### config.mk
export PLATFORM = sky130hd
export DESIGN_NAME = positional_list_engine_core
export DESIGN_NICKNAME = d
export VERILOG_FILES = /design/src/hw/rtl/ple_pkg.sv /design/src/hw/rtl/positional_list_engine_core.sv /design/src/hw/rtl/ple_ram.sv
export VERILOG_INCLUDE_DIRS = /design/src /design/src/hw/rtl
export SDC_FILE = /design/constraint.sdc
export NUM_CORES = 1
export LEC_CHECK = 0
export ABC_AREA = 1
export ABC_CLOCK_PERIOD_IN_PS = 7300
export BUFFER_PORTS_ARGS = -buffer_cell sky130_fd_sc_hd__buf_2
export CAP_MARGIN = 25
export CORE_ASPECT_RATIO = 1.2
export CORE_MARGIN = 1.5
export CORE_UTILIZATION = 61
export CTS_BUF_LIST = sky130_fd_sc_hd__clkbuf_2
export DETAILED_ROUTE_END_ITERATION = 10
export GPL_ROUTABILITY_DRIVEN = 0
export GPL_TIMING_DRIVEN = 0
export PLACE_DENSITY = 0.79
export SLEW_MARGIN = 20
export SYNTH_ARGS = -nofsm -noshare
export SYNTH_HDL_FRONTEND = slang
export SYNTH_HIERARCHICAL = 1
export SYNTH_SLANG_ARGS = --single-unit
### constraint.sdc
create_clock -name clk_i -period 7.3 [get_ports clk_i]
set_input_delay 0.73 -clock clk_i [delete_from_list [all_inputs] [get_ports clk_i]]
set_output_delay 0.73 -clock clk_i [all_outputs]
set_load 0.005 [all_outputs]
### src/hw/rtl/positional_list_engine_core_defines.svh
// Assertion macros shared by the positional list engine RTL.
`ifndef POSITIONAL_LIST_ENGINE_CORE_DEFINES_SVH
`define POSITIONAL_LIST_ENGINE_CORE_DEFINES_SVH

`ifndef ASSERT_OFF
// Check that a property holds on every clock edge outside reset.
`define PLE_ASSERT(lbl, clk, rst_n, prop, msg) \
  lbl: assert property (@(posedge clk) disable iff (!rst_n) (prop)) else $error(msg);
// Check that a condition never occurs outside reset.
`define PLE_ASSERT_NEVER(lbl, clk, rst_n, cond, msg) \
  lbl: assert property (@(posedge clk) disable iff (!rst_n) !(cond)) else $error(msg);
`else
`define PLE_ASSERT(lbl, clk, rst_n, prop, msg)
`define PLE_ASSERT_NEVER(lbl, clk, rst_n, cond, msg)
`endif

`endif

### src/hw/rtl/ple_pkg.sv
// Request and status codes of the positional list engine.
`default_nettype none

package ple_pkg;

  typedef enum logic [2:0] {
    REQ_INSERT = 3'd0,
    REQ_REMOVE = 3'd1,
    REQ_WRITE  = 3'd2,
    REQ_READ   = 3'd3,
    REQ_CLEAR  = 3'd4
  } req_e;

  typedef enum logic [1:0] {
    ST_DONE   = 2'd0,
    ST_BADPOS = 2'd1,
    ST_FULL   = 2'd2
  } status_e;

  localparam int ReqW   = 3;
  localparam int PosInW = 5;
  localparam int StW    = 2;
  localparam int CountW = 5;

endpackage

`default_nettype wire

### src/hw/rtl/positional_list_engine_core.sv
// Insert shifts the entries from the end down to the position, then writes the value; remove shifts
// the entries above the position down; one request is in flight at a time.
// Each moved entry costs one RAM read and one RAM write through the single read/write port
// pair, stepped by one shared index adder and comparator.
// A new request is taken while the previous result still waits on the master side.
// Reset clears the entry count and all control state; RAM contents are left as they are.
`default_nettype none

`include "positional_list_engine_core_defines.svh"

module positional_list_engine_core #(
  parameter int DEPTH = 16,
  parameter int WIDTH = 32,
  localparam int InW  = ((ple_pkg::ReqW + ple_pkg::PosInW + WIDTH + 7) / 8) * 8,
  localparam int OutW = ((WIDTH + ple_pkg::StW + ple_pkg::CountW + 7) / 8) * 8
) (
  input  wire logic            clk_i,
  input  wire logic            rst_ni,
  input  wire logic            s_axis_tvalid_i,
  output logic                 s_axis_tready_o,
  // fields from bit 0: req_type[2:0], position[4:0], value[WIDTH-1:0], zero fill
  input  wire logic [InW-1:0]  s_axis_tdata_i,
  output logic                 m_axis_tvalid_o,
  input  wire logic            m_axis_tready_i,
  // fields from bit 0: read_value[WIDTH-1:0], status[1:0], entry_count[4:0], zero fill
  output logic      [OutW-1:0] m_axis_tdata_o
);

  localparam int CntW  = $clog2(DEPTH + 1);
  localparam int PosW  = (CntW > ple_pkg::PosInW) ? CntW : ple_pkg::PosInW;
  localparam int AddrW = (DEPTH > 1) ? $clog2(DEPTH) : 1;
  localparam logic [PosW-1:0] DepthP = PosW'(DEPTH);

  typedef enum logic [2:0] {
    S_IDLE,
    S_INS_RD,
    S_INS_WR,
    S_REM_RD,
    S_REM_WR,
    S_WRITE,
    S_RD_ISSUE,
    S_RD_CAP
  } state_e;

  // Result waiting to move into the output register
  typedef enum logic {
    R_EMPTY,
    R_PEND
  } res_e;

  state_e                state_q, state_d;
  res_e                  res_q, res_d;
  ple_pkg::req_e         in_req;
  logic [PosW-1:0]       in_pos;
  logic [WIDTH-1:0]      in_val;
  logic [PosW-1:0]       pos_q, pos_d;
  logic [WIDTH-1:0]      val_q, val_d;
  logic [PosW-1:0]       idx_q, idx_d;
  logic [PosW-1:0]       count_q, count_d;
  logic [WIDTH-1:0]      res_rd_q, res_rd_d;
  ple_pkg::status_e      res_st_q, res_st_d;
  logic                  m_valid_q, m_valid_d;
  logic [OutW-1:0]       m_data_q, m_data_d;
  logic                  accept;
  logic                  load;
  logic                  step_down;
  logic [PosW-1:0]       idx_step;
  logic                  cmp_hit;
  logic                  ram_we;
  logic [AddrW-1:0]      ram_waddr;
  logic [WIDTH-1:0]      ram_wdata;
  logic [AddrW-1:0]      ram_raddr;
  logic [WIDTH-1:0]      ram_rdata;

  // Unpack the request
  assign in_req = ple_pkg::req_e'(s_axis_tdata_i[ple_pkg::ReqW-1:0]);
  assign in_pos = PosW'(s_axis_tdata_i[ple_pkg::ReqW +: ple_pkg::PosInW]);
  assign in_val = s_axis_tdata_i[ple_pkg::ReqW + ple_pkg::PosInW +: WIDTH];

  assign s_axis_tready_o = (state_q == S_IDLE) && (res_q == R_EMPTY);
  assign accept          = s_axis_tvalid_i && s_axis_tready_o;
  assign load            = (res_q == R_PEND) && (!m_valid_q || m_axis_tready_i);

  // Shared index step and compare: inserts walk down, removes walk up
  assign step_down = (state_q == S_INS_RD) || (state_q == S_INS_WR);
  assign idx_step  = step_down ? (idx_q - PosW'(1)) : (idx_q + PosW'(1));
  assign cmp_hit   = step_down ? (idx_q > pos_q) : (idx_step < count_q);

  // Sequencer
  always_comb begin
    state_d   = state_q;
    res_d     = res_q;
    pos_d     = pos_q;
    val_d     = val_q;
    idx_d     = idx_q;
    count_d   = count_q;
    res_rd_d  = res_rd_q;
    res_st_d  = res_st_q;
    ram_we    = 1'b0;
    ram_waddr = idx_q[AddrW-1:0];
    ram_wdata = ram_rdata;
    ram_raddr = idx_step[AddrW-1:0];

    case (state_q)
      S_IDLE: begin
        if (accept) begin
          pos_d    = in_pos;
          val_d    = in_val;
          res_rd_d = '0;
          res_st_d = ple_pkg::ST_DONE;
          case (in_req)
            ple_pkg::REQ_INSERT: begin
              if (in_pos > count_q) begin
                res_st_d = ple_pkg::ST_BADPOS;
                res_d    = R_PEND;
              end else if (count_q == DepthP) begin
                res_st_d = ple_pkg::ST_FULL;
                res_d    = R_PEND;
              end else begin
                idx_d   = count_q;
                state_d = S_INS_RD;
              end
            end
            ple_pkg::REQ_REMOVE: begin
              if (in_pos >= count_q) begin
                res_st_d = ple_pkg::ST_BADPOS;
                res_d    = R_PEND;
              end else begin
                idx_d   = in_pos;
                state_d = S_REM_RD;
              end
            end
            ple_pkg::REQ_WRITE: begin
              if (in_pos >= count_q) begin
                res_st_d = ple_pkg::ST_BADPOS;
                res_d    = R_PEND;
              end else begin
                state_d = S_WRITE;
              end
            end
            ple_pkg::REQ_READ: begin
              if (in_pos >= count_q) begin
                res_st_d = ple_pkg::ST_BADPOS;
                res_d    = R_PEND;
              end else begin
                state_d = S_RD_ISSUE;
              end
            end
            ple_pkg::REQ_CLEAR: begin
              count_d = '0;
              res_d   = R_PEND;
            end
            default: begin
              res_d = R_PEND;
            end
          endcase
        end
      end
      S_INS_RD: begin
        if (cmp_hit) begin
          state_d = S_INS_WR;
        end else begin
          ram_we    = 1'b1;
          ram_waddr = pos_q[AddrW-1:0];
          ram_wdata = val_q;
          count_d   = count_q + PosW'(1);
          res_d     = R_PEND;
          state_d   = S_IDLE;
        end
      end
      S_INS_WR: begin
        ram_we  = 1'b1;
        idx_d   = idx_step;
        state_d = S_INS_RD;
      end
      S_REM_RD: begin
        if (cmp_hit) begin
          state_d = S_REM_WR;
        end else begin
          count_d = count_q - PosW'(1);
          res_d   = R_PEND;
          state_d = S_IDLE;
        end
      end
      S_REM_WR: begin
        ram_we  = 1'b1;
        idx_d   = idx_step;
        state_d = S_REM_RD;
      end
      S_WRITE: begin
        ram_we    = 1'b1;
        ram_waddr = pos_q[AddrW-1:0];
        ram_wdata = val_q;
        res_d     = R_PEND;
        state_d   = S_IDLE;
      end
      S_RD_ISSUE: begin
        ram_raddr = pos_q[AddrW-1:0];
        state_d   = S_RD_CAP;
      end
      S_RD_CAP: begin
        res_rd_d = ram_rdata;
        res_d    = R_PEND;
        state_d  = S_IDLE;
      end
      default: begin
        state_d = S_IDLE;
      end
    endcase

    if (load) begin
      res_d = R_EMPTY;
    end
  end

  // Output register: hold until taken, reload when a result is ready
  always_comb begin
    m_valid_d = m_valid_q && !m_axis_tready_i;
    m_data_d  = m_data_q;
    if (load) begin
      m_valid_d = 1'b1;
      m_data_d  = '0;
      m_data_d[WIDTH-1:0] = res_rd_q;
      m_data_d[WIDTH +: ple_pkg::StW] = res_st_q;
      m_data_d[WIDTH + ple_pkg::StW +: ple_pkg::CountW] = count_q[ple_pkg::CountW-1:0];
    end
  end

  // State and registered outputs
  always_ff @(posedge clk_i or negedge rst_ni) begin
    if (!rst_ni) begin
      state_q   <= S_IDLE;
      res_q     <= R_EMPTY;
      count_q   <= '0;
      m_valid_q <= 1'b0;
      pos_q     <= '0;
      val_q     <= '0;
      idx_q     <= '0;
      res_rd_q  <= '0;
      res_st_q  <= ple_pkg::ST_DONE;
      m_data_q  <= '0;
    end else begin
      state_q   <= state_d;
      res_q     <= res_d;
      count_q   <= count_d;
      m_valid_q <= m_valid_d;
      pos_q     <= pos_d;
      val_q     <= val_d;
      idx_q     <= idx_d;
      res_rd_q  <= res_rd_d;
      res_st_q  <= res_st_d;
      m_data_q  <= m_data_d;
    end
  end

  assign m_axis_tvalid_o = m_valid_q;
  assign m_axis_tdata_o  = m_data_q;

  ple_ram #(
    .Width (WIDTH),
    .Depth (DEPTH)
  ) u_store (
    .clk_i   (clk_i),
    .we_i    (ram_we),
    .waddr_i (ram_waddr),
    .wdata_i (ram_wdata),
    .raddr_i (ram_raddr),
    .rdata_o (ram_rdata)
  );

  `PLE_ASSERT(a_count_bound, clk_i, rst_ni, count_q <= DepthP, "entry count above depth")
  `PLE_ASSERT(a_ins_shift_range, clk_i, rst_ni,
              (state_q == S_INS_WR) |-> (idx_q < DepthP && idx_q > pos_q),
              "insert shift index out of range")
  `PLE_ASSERT(a_full_status, clk_i, rst_ni,
              (load && res_st_q == ple_pkg::ST_FULL) |-> (count_q == DepthP),
              "full status on a list that is not full")
  `PLE_ASSERT_NEVER(a_no_idle_write, clk_i, rst_ni, (state_q == S_IDLE) && ram_we,
                    "store written while idle")

endmodule

`default_nettype wire

### src/hw/rtl/ple_ram.sv
// Generic single-write, single-read RAM with registered read data.
`default_nettype none

module ple_ram #(
  parameter int Width = 32,
  parameter int Depth = 16,
  localparam int AddrW = (Depth > 1) ? $clog2(Depth) : 1
) (
  input  wire logic             clk_i,
  input  wire logic             we_i,
  input  wire logic [AddrW-1:0] waddr_i,
  input  wire logic [Width-1:0] wdata_i,
  input  wire logic [AddrW-1:0] raddr_i,
  output logic      [Width-1:0] rdata_o
);

  logic [Width-1:0] mem [Depth];

  // Write on enable, read every cycle
  always_ff @(posedge clk_i) begin
    if (we_i) begin
      mem[waddr_i] <= wdata_i;
    end
    rdata_o <= mem[raddr_i];
  end

endmodule

`default_nettype wire
# == Word-level counts from Yosys, hierarchy flattened ==
# Memories as Yosys holds them, arrays and structs flattened. A register that Yosys moved wholly into a read port is not among the register bits.
# Cells that the tools add are included.
# totals
ram_bits,512
elab_cells,119
regBits,125
output_inout_bits,42
in_bits,44
memories,1
# memory_table
memory,words,width,rd,rd_ports_with_merged_regs,wr,line,source
u_store.mem,16,32,1,1,1,ple_ram.sv:17,logic [Width-1:0] mem [Depth];
# op_classes
bitwise_logic,1
magnitude_cmp,4
n_addsub,4
n_eq_ne,27
reduce_logical,25
n_mux,47
# op_table
operator,count
32-bit case mux with 2 select lines,2
32-bit 2-to-1 mux,2
5-bit 2-to-1 mux,9
3-bit 2-to-1 mux,7
3-bit inequality test (second input constant),7
3-bit case mux with 7 select lines,1
5-bit case mux with 2 select lines,2
3-bit == test (second input constant),5
5-bit case mux with 3 select lines,1
3-bit by 2-bit == test with 1-bit output (second input constant),4
1-bit 2-to-1 mux,12
3-bit case mux with 4 select lines,1
5-bit by 1-bit adder with 5-bit output (second input constant),2
5-bit greater-than comparator,2
5-bit AND reduction,2
5-bit by 1-bit subtractor with 5-bit output (second input constant),2
4-bit 2-to-1 mux,2
4-bit case mux with 2 select lines,1
7-bit AND reduction,1
3-bit by 1-bit == test with 1-bit output (second input constant),2
3-bit logical NOT,2
2-bit 2-to-1 mux,3
2-bit inequality test (second input constant),3
6-bit AND reduction,1
other kinds (21),32

# == Longest topological paths before layout ==
# logic_depth
ltp_word,9
mapped_depth,25
ltp_nobuf,23

# == Cells and area by module ==
# Netlist, hierarchy kept.
# by_module_without_submodules
module,area_per_inst_um2,cells_per_inst,seq_area_each_um2,instances
ple_ram,22730.6,2120,16015.4,1
positional_list_engine_core,6436.2,831,3128.0,1

# == Least setup slack after synthesis ==
# Ideal clock, no wire load.
# synth_path
kind,flip-flop to flip-flop
startpoint,reg state_q[2]
endpoint,"mem u_store.mem[10][0], enable pin"
setup_ps,421
setup_slack_ps,2471
arrival_time_ps,4408
n_path_buf,3
stages_incl_launch_ff,23
required_time_ps,6879
period_less_slack_ps,4829
path_cell_list,dfrtp_1 > buf_4 > inv_4 > nand2_1 > nor2_4 > inv_2 > fa_1 > nor3_1 > nor2_1 > inv_1 > nand2_1 > and2_1 > ha_1 > a21oi_1 > nand3_1 > nand2_2 > nand2_2 > buf_6 > buf_6 > nand3_1 > nand2_1 > nand3b_1 > nor2_1
# synth_between
elab_cells_between_ends,15
classes_between,order compare (1); eq/ne (4); mux (8); reduce/logical (2)
# synth_rtl
item,line,source
"start, declared",positional_list_engine_core.sv:51,"state_e state_q, state_d;"
"start signal, assigned",positional_list_engine_core.sv:243,state_q <= state_d;
3-bit by 1-bit == test with 1-bit output / 3-bit by 2-bit == test with 1-bit output (equally long branches),"positional_list_engine_core.sv:85, positional_list_engine_core.sv:104",
1-bit logical OR,positional_list_engine_core.sv:85,assign step_down = (state_q == S_INS_RD) || (state_q == S_INS_WR);
5-bit 2-to-1 mux,positional_list_engine_core.sv:86,assign idx_step = step_down ? (idx_q - PosW'(1)) : (idx_q + PosW'(1));
5-bit less-than comparator,positional_list_engine_core.sv:87,assign cmp_hit = step_down ? (idx_q > pos_q) : (idx_step < count_q);
1-bit 2-to-1 mux,positional_list_engine_core.sv:87,
4-bit 2-to-1 mux,positional_list_engine_core.sv:160,if (cmp_hit) begin
4-bit case mux with 2 select lines (*),positional_list_engine_core.sv:104,case (state_q)
via ram_waddr[2],positional_list_engine_core.sv:70,logic [AddrW-1:0] ram_waddr;
"end, declared",ple_ram.sv:17,
# The timed path passes the listed nets; every way through them passes the cells marked *.

# == Worst setup path in the final report ==
# layout_path
startpoint,reg state_q[2]
endpoint,"mem u_store.mem[12][6], enable pin"
# The elaborated chain is that of the path after synthesis.

==> results.json <==
{
  "fmax_ghz": 0.194,
  "relSlewSlack": 0.272,
  "die_y_um": 243,
  "hold-worst-slack_ns": 0.0788,
  "period_needed_ns": 5.16,
  "wl_met2_um": 40000,
  "cts_resized": 0,
  "dr.pass1.iters": 8,
  "dp_hpwl_um": 55800,
  "post-place-ws_ns": 2.31,
  "drt.antenna.violating_nets": 0,
  "hold_path.class": "in2async",
  "crit_top_cell": "nand2_1",
  "finalCritPeriodShare": 0.707,
  "die_area_mm2": 0.0491,
  "wl_met1_um": 27700,
  "wl_met3_um": 9470,
  "setup_viol": 0,
  "gr-total-overflow": 0,
  "worstMarginPinSlew_ns": 1.09,
  "tns_ns": 0,
  "nFillCells": 3253,
  "slew_viol_final": 0,
  "grt_max_degree": 84,
  "synthTopCellsByArea": "edfxtp_1 (53%), nand2_1 (13%), dfrtp_1 (11%), nand3_1 (8.2%), inv_1 (6.0%)",
  "wl_per_cell_um": 20.6,
  "num-nets-final": 3320,
  "rows": 87,
  "hold_viol": 0,
  "antenna_found_initial": 4,
  "ios": 86,
  "clk_transition_reported_paths_ns": 0.11,
  "grt_pass1_wl_um": 124000,
  "synth_common_cells": "nand2_1 (987), edfxtp_1 (512), nand3_1 (478)",
  "vias": 22518,
  "die_x_um": 203,
  "async_reset_ff_frac": 0.187,
  "netlist_instances": 2951,
  "clock_skew_ns": 0.130,
  "post-place-cells": 3676,
  "htreeDepth": 4,
  "syn_avg_cell_area_um2": 9.88,
  "clkLatencyLatePin_ns": 1.23,
  "grt_pass1_vias": 22627,
  "synth.distinct_cells": 39,
  "synth_top_area_frac": 0.527,
  "start_util": 0.619,
  "cts_tree": "built",
  "vias_per_cell": 5.63,
  "layout.cells.non_filler": 3998,
  "synth.cell_area_mm2": 0.0292,
  "rsz0062_at_grt": "false",
  "synth-edff-count": 512,
  "numCtsBuffers": 155,
  "syn_nets": 3017,
  "critPathLaunchType": "register",
  "clkSinkCount": 669,
  "wl_um": 82500,
  "critPathMaxFanout": 18,
  "synth.most_common_cell": "nand2_1",
  "layout-drive-gt1-share": 0.146,
  "critPathMaxStageDelay_ns": 0.65,
  "gr-usage-all-layers": 0.340,
  "ys_warn_count": 6,
  "cts_buffer_depth": 3,
  "drtIter0Drc": 2627,
  "routed.top_layer": "met5",
  "ys_seq_area_frac": 0.656,
  "cp.arrival_ns": 5.97,
  "cts_setup_buffers": 0,
  "cp.required_ns": 8.11,
  "slowest_stage": "nor2_4",
  "status": "complete, no violations",
  "setup_ws_ns": 2.14,
  "ys_seq_elements": 669,
  "cp-end-kind": "register",
  "drc": 0,
  "clockRootBuffer": "clkbuf_2",
  "area_growth_pct": 12.5,
  "ys.flop_type": "edfxtp_1",
  "synth_area_leader_cell": "edfxtp_1",
  "portBuffers": 84,
  "maxCapViolations": 0,
  "crit_type": "reg2reg",
  "core-area_mm2": 0.0471
}
-- cells by family (layout without fill, tap and decap cells) --
family / Yosys count / in the layout / synth area share
AO/OA/AOI/OAI: 103 / 103 / 0.0189
XOR/XNOR: 4 / 4 / 0.00120
adder cells (fa/ha/maj): 22 / 22 / 0.00995
buffers and inverters: 619 / 1040 / 0.0922
flip-flops: 669 / 669 / 0.656
other: 1 / 4 / 0.000129
AND/OR/NAND/NOR: 1533 / 1533 / 0.221
-- cell usage in the layout (no fill, tap or decap), types with 3 or more instances in the layout --
master	n
a21oi_1	6
buf_1	15
buf_12	13
buf_16	7
buf_2	134
buf_4	9
buf_6	34
bufinv_16	4
clkbuf_1	34
clkbuf_2	235
clkinv_1	22
clkinv_2	6
dfrtp_1	125
dfxtp_1	32
diode_2	3
dlygate4sd3_1	43
edfxtp_1	512
ha_1	20
inv_1	469
inv_2	9
nand2_1	987
nand2_2	7
nand3_1	478
nand3b_1	3
nand4_1	4
nor2_1	25
nor2_4	19
o21ai_0	84
o21ai_1	5
-- repair_timing --
| action | in CTS | in global routing |
|---|---|---|
| hold endpoints to repair | 171 | 0 |
| setup endpoints to repair | 0 | 0 |
| hold buffers | 44 | 0 |
-- metrics by stage --
step | cell area (um^2) | util
3_5_place_dp | 30900 | 0.656
6_report | 32800 | 0.696
4_1_cts | 32800 | 0.696
5_1_grt | 32800 | 0.696
3_3_place_gp | 30400 | 0.644
2_1_floorplan | 29200 | -
-- per-layer routing --
metal / vias to the layer above / track usage
li1: 10171 / -
met2: 1536 / 0.564
met1: 10425 / 0.386
met3: 382 / 0.0951
met4: 4 / 0.216
met5: - / 0.0109
-- registers in the layout (all words and copies together) (netlist names) --
name             cells
count_q              5
idx_q                5
m_axis_tdata_o      39
m_axis_tvalid_o      1
pos_q                5
res_q                1
res_rd_q            32
res_st_q             2
state_q              3
u_store/mem        512
u_store/rdata_o     32
val_q               32
-- cell type report --
class / count / area (um^2) / share of cell area
Antenna cell: 3 / 7.51 / 0.000229
Clock buffer: 235 / 1180 / 0.0358
Multi-Input combinational cell: 1663 / 7450 / 0.227
Tap cell: 623 / 779 / 0.0238
Buffer: 143 / 898 / 0.0274
Timing Repair Buffer: 146 / 1290 / 0.0393
Sequential cell: 669 / 19100 / 0.583
Inverter: 476 / 1790 / 0.0546
Clock inverter: 40 / 280 / 0.00854
-- critical path, delay by kind of cell (launching register included) --
| kind | cells | cell delay, ns |
|---|---|---|
| fa+ha+maj | 2 | 0.69 |
| simple gates | 16 | 2.64 |
| buf+inv | 7 | 1.03 |
| flops | 1 | 0.37 |
-- final timing paths --
| path | from | slack (ns) | cells past startpoint | end |
|---|---|---|---|---|
| min | rst_ni | 0.08 | 3 | res_rd_q[0] |
| min reg2reg | u_store/rdata_o[5] | 0.49 | 2 | res_rd_q[5] |
| max in group asynchronous | rst_ni | 6.81 | 3 | m_axis_tdata_o[31] |
| max reg2reg | state_q[2] | 2.14 | 25 | u_store/mem[12][6] |
| min in group clk_i | s_axis_tvalid_i | 0.09 | 7 | res_q |
| max | state_q[2] | 2.14 | 25 | u_store/mem[12][6] |
Power is not shown: default switching activity piles up to over one toggle a cycle in this logic, so the estimate is an artifact.
